**src/hdl/obp_pkg.sv**
```systemverilog
// shared constants, register codes and controller/datapath types
// no dependencies
`timescale 1ns / 1ps

package obp_pkg;

    localparam int DEPTH    = 2048;
    localparam int WIN_LEN  = 5;

    localparam int P_W      = 17;
    localparam int CFG_W    = 8;
    localparam int OUT_P_W  = P_W - 8;
    localparam int OSC_W    = P_W + 2;
    localparam int RAM_W    = P_W + OSC_W;
    localparam int CNT_W    = $clog2(DEPTH + 1);
    localparam int ADDR_W   = $clog2(DEPTH);
    localparam int WPOS_W   = (WIN_LEN > 1) ? $clog2(WIN_LEN) : 1;
    localparam int SUM_W    = P_W + WPOS_W;

    // floor(sum / WIN_LEN) as (sum * RECIP) >> DIV_SH, exact for any sum below 2**SUM_W
    localparam int DIV_SH   = SUM_W + WPOS_W;
    localparam int RECIP_W  = SUM_W + 1;
    localparam longint unsigned RECIP_VAL = ((64'd1 << DIV_SH) + WIN_LEN - 1) / WIN_LEN;
    localparam logic [RECIP_W-1:0] RECIP = RECIP_W'(RECIP_VAL);
    localparam int PROD_W   = SUM_W + RECIP_W;

    localparam int THR_W    = CFG_W + OSC_W - 1;
    localparam int CMP_W    = OSC_W + 9;

    // configuration register indexes
    localparam int CFG_IDX_W = 3;
    localparam logic [CFG_IDX_W-1:0] CFG_OSC_OFFSET     = 3'd0;
    localparam logic [CFG_IDX_W-1:0] CFG_DIA_RATIO_LOW  = 3'd1;
    localparam logic [CFG_IDX_W-1:0] CFG_DIA_RATIO_HIGH = 3'd2;
    localparam logic [CFG_IDX_W-1:0] CFG_SYS_RATIO_LOW  = 3'd3;
    localparam logic [CFG_IDX_W-1:0] CFG_SYS_RATIO_HIGH = 3'd4;

    // register reset values
    localparam logic [CFG_W-1:0] RST_OSC_OFFSET     = 8'd179;
    localparam logic [CFG_W-1:0] RST_DIA_RATIO_LOW  = 8'd200;
    localparam logic [CFG_W-1:0] RST_DIA_RATIO_HIGH = 8'd212;
    localparam logic [CFG_W-1:0] RST_SYS_RATIO_LOW  = 8'd123;
    localparam logic [CFG_W-1:0] RST_SYS_RATIO_HIGH = 8'd136;

    typedef enum logic [6:0] {
        S_IDLE  = 7'b0000001,
        S_MEAN  = 7'b0000010,
        S_OSC   = 7'b0000100,
        S_PREP  = 7'b0001000,
        S_SCAN  = 7'b0010000,
        S_DRAIN = 7'b0100000,
        S_DONE  = 7'b1000000
    } t_state;

    typedef struct packed {
        logic accept;   // take the input transaction
        logic mean;     // register window_sum * reciprocal
        logic osc;      // oscillation, store write, max update
        logic prep;     // band thresholds, scan start
        logic rd_en;    // scan read
        logic finish;   // load result, clear record
    } t_dp_cmd;

    typedef struct packed {
        logic room;       // record not full
        logic last;       // held sample closes the record
        logic long_rec;   // more than WIN_LEN samples kept
        logic scan_last;  // scan read at the final kept sample
        logic out_free;   // result register can take a new result
    } t_dp_stat;

endpackage

```
**src/hdl/obp_ctrl.sv**
```systemverilog
// sequencing state machine: load steps per sample, then the record scan
// depends on obp_pkg
`timescale 1ns / 1ps

module obp_ctrl (
    input  logic               i_clk,
    input  logic               i_rst_n,
    input  logic               i_in_valid,
    input  logic               i_last,
    output logic               o_in_stall,
    output obp_pkg::t_dp_cmd   o_cmd,
    input  obp_pkg::t_dp_stat  i_stat
);

    obp_pkg::t_state r_state;
    obp_pkg::t_state n_state;

    always_ff @(posedge i_clk) begin
        if (!i_rst_n) begin
            r_state <= obp_pkg::S_IDLE;
        end else begin
            r_state <= n_state;
        end
    end

    always_comb begin
        n_state = r_state;
        o_cmd   = '0;
        case (r_state)
            obp_pkg::S_IDLE: begin
                if (i_in_valid) begin
                    o_cmd.accept = 1'b1;
                    if (i_stat.room) begin
                        n_state = obp_pkg::S_MEAN;
                    end else if (i_last) begin
                        n_state = obp_pkg::S_PREP;
                    end
                end
            end
            obp_pkg::S_MEAN: begin
                o_cmd.mean = 1'b1;
                n_state    = obp_pkg::S_OSC;
            end
            obp_pkg::S_OSC: begin
                o_cmd.osc = 1'b1;
                n_state   = i_stat.last ? obp_pkg::S_PREP : obp_pkg::S_IDLE;
            end
            obp_pkg::S_PREP: begin
                o_cmd.prep = 1'b1;
                n_state    = i_stat.long_rec ? obp_pkg::S_SCAN : obp_pkg::S_DONE;
            end
            obp_pkg::S_SCAN: begin
                o_cmd.rd_en = 1'b1;
                if (i_stat.scan_last) begin
                    n_state = obp_pkg::S_DRAIN;
                end
            end
            obp_pkg::S_DRAIN: begin
                n_state = obp_pkg::S_DONE;
            end
            obp_pkg::S_DONE: begin
                if (i_stat.out_free) begin
                    o_cmd.finish = 1'b1;
                    n_state      = obp_pkg::S_IDLE;
                end
            end
            default: begin
                n_state = obp_pkg::S_IDLE;
            end
        endcase
    end

    assign o_in_stall = (r_state != obp_pkg::S_IDLE) || !i_rst_n;

endmodule

```
**config.mk**
```make
export PLATFORM = sky130hd
export DESIGN_NAME = obp_ctrl
export DESIGN_NICKNAME = d
export VERILOG_FILES = /design/src/hdl/obp_pkg.sv /design/src/hdl/obp_ctrl.sv
export SDC_FILE = /design/constraint.sdc
export NUM_CORES = 1
export LEC_CHECK = 0
export BUFFER_PORTS_ARGS = -buffer_cell sky130_fd_sc_hd__buf_2
export CAP_MARGIN = 25
export CORE_UTILIZATION = 32
export DETAILED_ROUTE_END_ITERATION = 16
export PLACE_DENSITY_LB_ADDON = 0.05
export SYNTH_ARGS = -nofsm -noshare
export SYNTH_HDL_FRONTEND = slang
export SYNTH_SLANG_ARGS = --single-unit
export TNS_END_PERCENT = 100
```
**constraint.sdc**
```tcl
create_clock -name i_clk -period 2 [get_ports i_clk]
set_clock_uncertainty 0.2 [all_clocks]
set_input_delay 0.2 -clock i_clk [delete_from_list [all_inputs] [get_ports i_clk]]
set_output_delay 0.2 -clock i_clk [all_outputs]
set_load 0.05 [all_outputs]
```
; Word level (Yosys, flattened, before mapping)
; Index checks and enable logic that the tools add are counted.
[word_totals]
out_inout_bits = 7
reg_bits = 7
inputBits = 9
word_cells = 32
[classes]
reduce_logical = 3
muxes = 16
eq_ne = 12
[ops]
columns = operator, n
row1 = $pmux W7 S7, 1
row2 = $mux W7, 6
row3 = $mux W1, 8
row4 = $eq A7 B1 Y1 const B, 1
row5 = $eq A7 B2 Y1 const B, 1
row6 = $eq A7 B3 Y1 const B, 1
row7 = $eq A7 B4 Y1 const B, 1
row8 = $eq A7 B5 Y1 const B, 1
row9 = $eq A7 B6 Y1 const B, 1
row10 = $eq A7 B7 Y1 const B, 1
row11 = $ne A7 B1 Y1 const B, 1
row12 = $ne A2 B2 Y1 const B, 3
row13 = $mux W4, 1
row14 = $reduce_and A4 Y1, 1
row15 = $ne A3 B3 Y1 const B, 1
row16 = $logic_not A1 Y1, 1
row17 = $logic_or A1 B1 Y1, 1

; Depth between registers and ports, before layout
; Gate-level depths: netlist (run 1).
[depth]
ltp_word = 4
mapped_depth = 5
ltp_nobuf = 4

; Worst setup path before layout (run 1)
; No wires, ideal clock.
[synth_path]
kind = flip-flop to flip-flop
from = register r_state[6]
to = register r_state[2]
arrival_time_ns = 2.233
path_stages_with_launch = 4
t_required_ns = 1.735
path_slack_ns = -0.498
setup_time_ns = 0.065
period_less_slack_ns = 2.498
n_path_buf = 0
cell_sequence = dfxtp_1 or4_4 nor3_1 and2_1
[synth_between]
elab_chain_len = 3
word_cells_on_any_way = 13
classes_between = eq/ne (11) / mux (1) / reduce/logical (1)
[synth_lines]
columns = item, line
row1 = start: declaration, obp_ctrl.sv:15  ; obp_pkg::t_state r_state;
row2 = start signal: assignment, obp_ctrl.sv:20  ; r_state <= obp_pkg::S_IDLE;
row3 = start signal: assignment, obp_ctrl.sv:22  ; r_state <= n_state;
row4 = "$eq A7 B1 Y1, or another cell as far along", obp_ctrl.sv:29  ; case (r_state)
row5 = $ne A3 B3 Y1 (no source line) or $ne A2 B2 Y1 (tied branches), -
row6 = $reduce_and A4 Y1 (no source line), -
; Several ways; a longest one is shown, not always the timed one.
; A chain may end at the register's enable or synchronous reset.

; Worst setup path after layout (run 1)
[layout_path]
from = register r_state[6]
to = output port o_in_stall
[layout_between]
elab_chain_len = 2
[layout_lines]
columns = item, line
row1 = $ne A7 B1 Y1, obp_ctrl.sv:73  ; assign o_in_stall = (r_state != obp_pkg::S_IDLE) || !i_rst_n;
row2 = $logic_or A1 B1 Y1, obp_ctrl.sv:73
row3 = end: declaration, obp_ctrl.sv:10  ; output logic o_in_stall,
; No other way between the ends.

==> flow_metrics.tcl, run 1 <==
set metrics [dict create \
    synth_seq_cells 7 \
    grt_antenna_before_repair 0 \
    syn2layout_area_growth_pct 45.7 \
    first_global_vias 485 \
    grt_max_degree 13 \
    coreArea_um2 1350 \
    die_w_um 40.8 \
    fmax_mhz 505 \
    syn_inst 64 \
    gp_congestion 0.824 \
    powerDensity_nw_per_um2 636 \
    finalCritPeriodShare_pct 98.9 \
    crit_fanout 3 \
    crit_arrival_ns 1.58 \
    nNetsFinal 97 \
    yosysSeqAreaShare_pct 29.1 \
    hold_depth 3 \
    drtIter0Drc 22 \
    synth_top_area_cell "dfxtp_1" \
    wl_per_cell_um 13.7 \
    fin_crit_ns 1.98 \
    avgSynthCellArea_um2 7.53 \
    max_slew.worst_pin.slew_ns 0.351 \
    vias 577 \
    rsz0062_at_grt "true" \
    crit_chain "or4_4 -> nor3_4 -> nand2_1 -> buf_6" \
    numPortBuffers 15 \
    largest_reg_flops 7 \
    synth_mux_area_share_pct 0 \
    fin_util_pct 52.0 \
    syn_nets 73 \
    grt_usage_pct 19.3 \
    path_class "register to output pin" \
    clkSinkCount 7 \
    regMostFlops "r_state" \
    synth_flop_cell "dfxtp_1" \
    synth_common_cells "7 x dfxtp_1, 7 x nor2_1, 6 x nand2_1" \
    rows 13 \
    synth_top_family_by_area "simple AND/OR/NAND/NOR gates" \
    drc 0 \
    dpl.cell_count 95 \
    synth_adder_area_share_pct 0 \
    ys_warn_count 0 \
    drive_gt1_share_pct 35.6 \
    n_antenna_cell 0 \
    synth_area_leaders "dfxtp_1 29%, nor2_1 5.5%, o21ai_0 5.2%, nand2_1 4.7%, nor3b_1 4.7%" \
    root_buffer "clkbuf_4" \
    viasPerCell 5.66 \
    reg2reg_depth 4 \
    clock_path_buffers 2 \
    netlist.area_leader.share_pct 29.1 \
    async_flop_share_pct 0 \
    required_ns 1.60 \
    clk_pin_slew_ns 0.05 \
    cts_tree "yes" \
    finalSetupViolCount 0 \
    cp-start-kind "register" \
    dpl.hpwl_um 994 \
    insertion_delay_ns 0.25 \
    slew_headroom_pct 76.3 \
    hold_viol 0 \
    synth_edf_count 0 \
    leakage_nw 0.331 \
    grt_first_pass_wirelength_um 2080 \
    peakVddDrop_uv 391 \
    netlist_area_um2 482 \
    drv_slew 0 \
    ant_nets 0 \
    htree_levels 1 \
    io_pins 16 \
    initial_utilization_pct 35.7 \
    run_status "finished, final reports clean" \
    die_y_um 40.8 \
    cts_made_buffers 3 \
    firstDrtPassIters 4 \
    synthXorXnorAreaFrac_pct 1.82 \
    grt_overflow_total 0 \
    yosys.area_share.simple_pct 42.9 \
    slowest_delay_ns 0.57 \
    die_area_um2 1660 \
    drv_cap 0 \
    wirelength_um 1400 \
    yosysUniqueCellTypes 28 \
    reg_top3 "r_state x7" \
    synth-compound-area-share_pct 22.3 \
    cp_slowest_cell "or4_4" \
    min-delay-path-class "input pin to register" \
    crit_path_end_kind "output pin" \
    final_cells 102 \
]
[kinds of logic (layout without fill, tap and decap cells)]
logic type             count (synthesis)  after routing
AO/OA/AOI/OAI                         15             15
AND/OR/NAND/NOR                       36             36
buffers and inverters                  5             28
flip-flops                             7              7
XOR/XNOR                               1              1
[final timing paths]
| check | startpoint | to | slack, ns |
|---|---|---|---|
| setup / recovery | r_state[6]$_SDFFE_PN0P_ | o_in_stall | 0.02 |
| hold / removal | i_stat[3] | r_state[3]$_SDFFE_PN0P_ | 0.01 |
| setup reg to reg | r_state[6]$_SDFFE_PN0P_ | r_state[5]$_SDFFE_PN0P_ | 0.10 |
| hold reg to reg | r_state[6]$_SDFFE_PN0P_ | r_state[0]$_SDFFE_PN1P_ | 0.45 |
[metrics by stage]
| stage | instance area, µm² | setup slack, ns | TNS [ns] | power (mW) | hold slack, ns |
|---|---|---|---|---|---|
| floorplan | 489 | -0.0291 | -0.0291 | 0.246 | 0.114 |
| finish | 702 | 0.0217 | 0 | 0.447 | 0.0118 |
| global placement | 602 | 0.0902 | 0 | 0.285 | 0.256 |
| global route | 702 | -0.0614 | -0.104 | 0.473 | 0.0230 |
| detailed placement | 602 | 0.0659 | 0 | 0.283 | 0.247 |
| CTS | 676 | 0.00787 | 0 | 0.436 | 0.00724 |
[worst max-delay path: cells and delay by family, from the launching register on]
kind,cells,cell delay (ns)
AND/OR/NAND/NOR,3,0.84
flip-flops,1,0.31
buffers and inverters,1,0.18
[layer usage]
metal | share of wire, % | global-route usage, % | routed length, µm | up-vias
li1 | - | - | - | 287
met1 | 45 | 26.1 | 625 | 261
met2 | 48 | 27.7 | 668 | 27
met3 | 6.7 | 8.70 | 94 | 2
met4 | 0.57 | 4.17 | 8 | 0
met5 | 0 | 0 | 0 | -
[cell usage in the layout, fill, tap and decap left out]
cell type	n
a21oi_1	1
or4_4	1
and3_1	3
a21boi_0	1
nor3_4	1
o41a_1	1
o32ai_1	1
nand2_1	6
nor2b_1	1
buf_6	1
clkbuf_1	1
buf_8	1
dfxtp_1	5
inv_1	2
o21ai_0	5
dlygate4sd3_1	2
nor2_2	1
nand2b_1	2
or3_1	1
nor3_1	1
nand4b_1	1
dfxtp_2	2
o41ai_1	1
xor2_1	1
nor3b_1	3
buf_4	6
nor4_2	1
and2_4	1
clkbuf_4	5
buf_2	10
nor3_2	1
and4b_1	2
o211ai_1	2
o21a_1	1
and2_1	1
nand3_1	1
nor4_1	2
a211o_1	1
nor2_1	6
o211a_1	1
[final cells by class]
class,instances,area (µm²)
clock buffers,4,26.3
fillers,146,648
inverters,2,7.51
multi-input cells,52,350
flip-flops and latches,7,143
well taps,15,18.8
repair buffers,22,156
[power breakdown]
group / switching, mW / leakage [nW] / internal [mW]
clock network: 0.0531 / 0.0150 / 0.0762
registers: 0.0145 / 0.0578 / 0.148
logic: 0.0850 / 0.258 / 0.0701
total: 0.153 / 0.331 / 0.294
[what timing repair did]
item	4_1_cts	5_1_grt
buffers inserted	1	0
endpoints found under the hold margin	1	0
hold buffers	2	0
gates resized for setup	5	10
cloned	0	0
endpoints found under the setup margin	2	6
pin swaps	2	1
No activity file was read; power rests on OpenSTA's default activity.
==> run 2, diff against run 1 <==
CTS_BUF_LIST = sky130_fd_sc_hd__clkbuf_4 sky130_fd_sc_hd__clkbuf_8   (was not set)
SLEW_MARGIN = 20   (was not set)
==> run 2 against run 1 <==
Effect of this change:
- sequential power about the same
- clock-buffer cell count unchanged
- non-clock buffer count unchanged
- maximum frequency decreased by 0.34%
- design area increased by 0.53%
- worst hold slack improved by 0.0034 ns
- sequential share of layout area decreased by 0.11 points
- die area unchanged
- register-to-register slack about the same
- setup slack got worse by 0.0067 ns
- clock power increased by 11%
- critical endpoint unchanged
==> flow_metrics.tcl, run 2 (synthesis results as in run 1) <==
set metrics [dict create \
    worst_slack_ns 0.0150 \
    drive_gt1_share_pct 36.8 \
    crit_path_end_kind "output pin" \
    wl_met2_um 667 \
    dpl.hpwl_um 994 \
    peakVddDrop_uv 395 \
    grt_usage_pct 19.3 \
    gp_congestion 0.824 \
    hold_viol 0 \
    grt_antenna_before_repair 0 \
    max_slew.worst_pin.slew_ns 0.348 \
    firstDrtPassIters 4 \
    wl_met3_um 93 \
    cts_tree "yes" \
    reg_top3 "r_state x7" \
    holdWs_ns 0.0152 \
    grt_first_pass_wirelength_um 2080 \
    fin_util_pct 52.3 \
    die_w_um 40.8 \
    run_status "finished, final reports clean" \
    drtIter0Drc 30 \
    min-delay-path-class "input pin to register" \
    vias 580 \
    slew_headroom_pct 76.5 \
    ant_nets 0 \
    coreArea_um2 1350 \
    crit_chain "or4_4 -> nor3_4 -> nand2_1 -> buf_6" \
    dpl.cell_count 95 \
    numPortBuffers 15 \
    clock_path_buffers 2 \
    rows 13 \
    io_pins 16 \
    multiInputGateArea_um2 350 \
    regMostFlops "r_state" \
    crit_arrival_ns 1.59 \
    drc 0 \
    crit_fanout 3 \
    powerDensity_nw_per_um2 653 \
    fin_crit_ns 1.99 \
    clkSinkCount 7 \
    die_y_um 40.8 \
    finalSetupViolCount 0 \
    clk_pin_slew_ns 0.05 \
    power_mw 0.461 \
    routedLengthMet1_um 630 \
    largest_reg_flops 7 \
    finalCritPeriodShare_pct 99.3 \
    nNetsFinal 97 \
    htree_levels 1 \
    n_antenna_cell 0 \
    viasPerCell 5.69 \
    cts_made_buffers 3 \
    layout_common_cells "10 x buf_2, 6 x nor2_1, 6 x nand2_1, 6 x clkbuf_4, 6 x buf_4" \
    pre_cts_slack_ns 0.0659 \
    die_area_um2 1660 \
    route.top_layer_used "met4" \
    insertion_delay_ns 0.25 \
    initial_utilization_pct 35.7 \
    root_buffer "clkbuf_4" \
    final_common_cell "buf_2" \
    rsz0062_at_grt "true" \
    path_class "register to output pin" \
    drv_cap 0 \
    wl_per_cell_um 13.7 \
    drv_slew 0 \
    cp-start-kind "register" \
    wirelength_um 1400 \
    cp_slowest_cell "or4_4" \
    fmax_mhz 504 \
    first_global_vias 488 \
    grt_overflow_total 0 \
    final_cells 102 \
    required_ns 1.60 \
    fill_cells 145 \
    seqCellArea_um2 143 \
    leakage_nw 0.334 \
    slowest_delay_ns 0.57 \
    grt_max_degree 13 \
    syn2layout_area_growth_pct 46.5 \
]
run 2: per-layer routing:
layer  vias to the layer above  global-route usage (%)
met3                         2                    8.70
met2                        21                    27.7
met1                       269                    26.1
met5                         -                       0
met4                         0                    4.17
li1                        288                       -
run 2: cell type report:
cell class                 count  area share [%]
clock buffer                   4            4.26
multi-input combinational     52            49.6
timing repair buffer          22            22.2
inverter                       2            1.06
sequential                     7            20.2
tap                           15            2.66
run 2: worst paths after layout:
check	start	endpoint	slack [ns]	cells past startpoint
setup / recovery	r_state[6]$_SDFFE_PN0P_	o_in_stall	0.01	4
hold reg to reg	r_state[6]$_SDFFE_PN0P_	r_state[0]$_SDFFE_PN1P_	0.45	3
hold / removal	i_stat[3]	r_state[3]$_SDFFE_PN0P_	0.02	3
setup reg to reg	r_state[6]$_SDFFE_PN0P_	r_state[5]$_SDFFE_PN0P_	0.09	4
run 2: report_power, final:
part           internal, mW  switching (mW)
registers             0.148          0.0144
logic                0.0701          0.0856
clock network        0.0898          0.0533
total                 0.308           0.153
run 2: what timing repair did:
action,CTS,global route
endpoints found under the setup margin,2,6
hold endpoints to repair,1,0
gates cloned,0,0
resized for setup,5,10
pin swaps,2,1
hold buffers,2,0
setup buffers,1,0
run 2: metrics by stage:
stage          setup TNS [ns]  instance area (µm²)
2_1_floorplan         -0.0291                  489
3_3_place_gp                0                  602
3_5_place_dp                0                  602
4_1_cts                     0                  679
5_1_grt                -0.105                  706
6_report                    0                  706
run 2: worst max-delay path: cells and delay by family, from the launching register on:
family	cells	cell delay [ns]
buf+inv	1	0.18
flops	1	0.31
simple gates	3	0.84
==> run 3, diff against run 2 <==
SETUP_SLACK_MARGIN = 0.05   (was not set)
==> run 3 against run 2 <==
Effect of this change:
- the run now ends with hold timing, setup timing left
- wire length decreased by 0.93%
- die area unchanged
- non-clock buffer count increased by 6
- clock-buffer cell count unchanged
- clock power about the same
- register-to-register slack about the same
- critical path depth unchanged
- first-iteration DRC count decreased by 67%
- core utilization increased by 5.3 points
- sequential power about the same
- critical path type unchanged
==> flow_metrics.tcl, run 3 (synthesis results as in run 1) <==
set metrics [dict create \
    r2r-start "r_state[5]$_SDFFE_PN0P_" \
    hold_start "i_rst_n" \
    violations "hold timing, setup timing" \
    firstDrtPassIters 4 \
    powerDensity_nw_per_um2 607 \
    dpl.hpwl_um 1010 \
    drv_cap 0 \
    leakage_nw 0.368 \
    die_w_um 40.8 \
    grt_usage_pct 21.4 \
    finalSetupViolCount 3 \
    clkSinkCount 7 \
    viasPerCell 5.33 \
    cp-start-kind "register" \
    seqCellArea_um2 141 \
    coreArea_um2 1350 \
    peakVddDrop_uv 432 \
    path_class "register to output pin" \
    wl_per_cell_um 12.8 \
    cts_tree "yes" \
    holdWs_ns -0.00112 \
    crit_path_end_kind "output pin" \
    clock_path_buffers 2 \
    holdPathEnd "r_state[2]$_SDFFE_PN0P_" \
    die_y_um 40.8 \
    rows 13 \
    initial_utilization_pct 35.7 \
    hold_viol 1 \
    root_buffer "clkbuf_4" \
    first_global_vias 513 \
    htree_levels 1 \
    crit_fanout 3 \
    vias 576 \
    rsz0062_at_grt "true" \
    numPortBuffers 15 \
    io_pins 16 \
    fmax_mhz 492 \
    reg2reg_slack_ns 0.08 \
    die_area_um2 1660 \
    multiInputGateArea_um2 362 \
    worstReg2RegEnd "r_state[5]$_SDFFE_PN0P_" \
    reg2reg_depth 4 \
    grt_overflow_total 0 \
    fin_util_pct 57.6 \
    finalCritPeriodShare_pct 102 \
    nNetsFinal 103 \
    min-delay-path-class "input pin to register" \
    dpl.cell_count 97 \
    drc 0 \
    reg_top3 "r_state x7" \
    stdcell_area_um2 777 \
    drive_gt1_share_pct 39.8 \
    n_antenna_cell 0 \
    grt_first_pass_wirelength_um 2300 \
    insertion_delay_ns 0.25 \
    ant_nets 0 \
    grt_antenna_before_repair 0 \
    slew_headroom_pct 77.4 \
    final_cells 108 \
    layout_common_cells "10 x buf_4, 9 x buf_2, 6 x nor2_1, 6 x nand2_1, 6 x dfxtp_1" \
    worst_slack_ns -0.0338 \
    pre_cts_slack_ns 0.0760 \
    place_area_um2 624 \
    setup-tns-final_ns -0.0437 \
    grt_max_degree 13 \
    syn2layout_area_growth_pct 61.3 \
    final_common_cell "buf_4" \
    fin_crit_ns 2.03 \
    crit_arrival_ns 1.63 \
    largest_reg_flops 7 \
    drv_slew 0 \
    run_status "finished with violations" \
    power_mw 0.472 \
    cts_made_buffers 3 \
    hold_depth 2 \
    clk_pin_slew_ns 0.05 \
    max_slew.worst_pin.slew_ns 0.337 \
    wirelength_um 1390 \
    drtIter0Drc 10 \
    fill_cells 129 \
    regMostFlops "r_state" \
    gp_congestion 0.788 \
    required_ns 1.60 \
]
-- run 3: cell types whose count changed in the layout (fill, tap and decap cells not counted) --
| cell | before | now |
|---|---|---|
| nor3_4 | 1 | 2 |
| dlygate4sd3_1 | 2 | 3 |
| buf_2 | 10 | 9 |
| nor3_1 | 1 | 0 |
| buf_6 | 1 | 4 |
| clkbuf_4 | 6 | 5 |
| dfxtp_2 | 2 | 1 |
| buf_4 | 6 | 10 |
| dfxtp_1 | 5 | 6 |
-- run 3: repair_timing --
item	4_1_cts	5_1_grt
setup endpoints to repair	5	8
resized for setup	13	5
gates cloned	0	0
buffers inserted	2	2
endpoints found under the hold margin	2	0
pin swaps	5	3
hold buffers	3	0
-- run 3: report_power, final --
group / leakage [nW] / internal (mW) / switching (mW)
logic: 0.292 / 0.0821 / 0.0877
clock network: 0.0184 / 0.0897 / 0.0530
registers: 0.0574 / 0.147 / 0.0117
total: 0.368 / 0.319 / 0.152
-- run 3: area by class of cell --
cell class	instances	area share, %
multi-input combinational	52	46.5
timing repair buffer	28	28.0
sequential	7	18.2
clock buffer	4	3.86
tap	15	2.42
inverter	2	0.966
-- run 3: critical path, stage by stage, from the launching register on --
cell,delay (ns)
dfxtp_2,0.31
or4_4,0.57
nor3_4,0.20
and2_4,0.17
buf_8,0.14
-- run 3: worst max-delay path by stage --
stage,start,endpoint,slack (ns),depth (start not counted)
floorplan,r_state[6]$_SDFFE_PN0P_,r_state[1]$_SDFFE_PN0P_,0.09,4
global placement,r_state[6]$_SDFFE_PN0P_,o_cmd[5],0.1,4
detailed placement,r_state[6]$_SDFFE_PN0P_,o_cmd[5],0.08,4
CTS,r_state[4]$_SDFFE_PN0P_,o_cmd[5],-0.06,4
global route,r_state[5]$_SDFFE_PN0P_,o_cmd[5],-0.11,4
finish,r_state[5]$_SDFFE_PN0P_,o_cmd[5],-0.03,4
-- run 3: layer usage --
layer | share of wire, % | GRT usage [%] | up-vias | routed length (µm)
li1 | - | - | 297 | -
met5 | 0 | 0 | - | 0
met1 | 49 | 28.2 | 268 | 677
met2 | 47 | 31.3 | 9 | 646
met4 | 0.72 | 5.00 | 0 | 10
met3 | 3.9 | 9.78 | 2 | 54
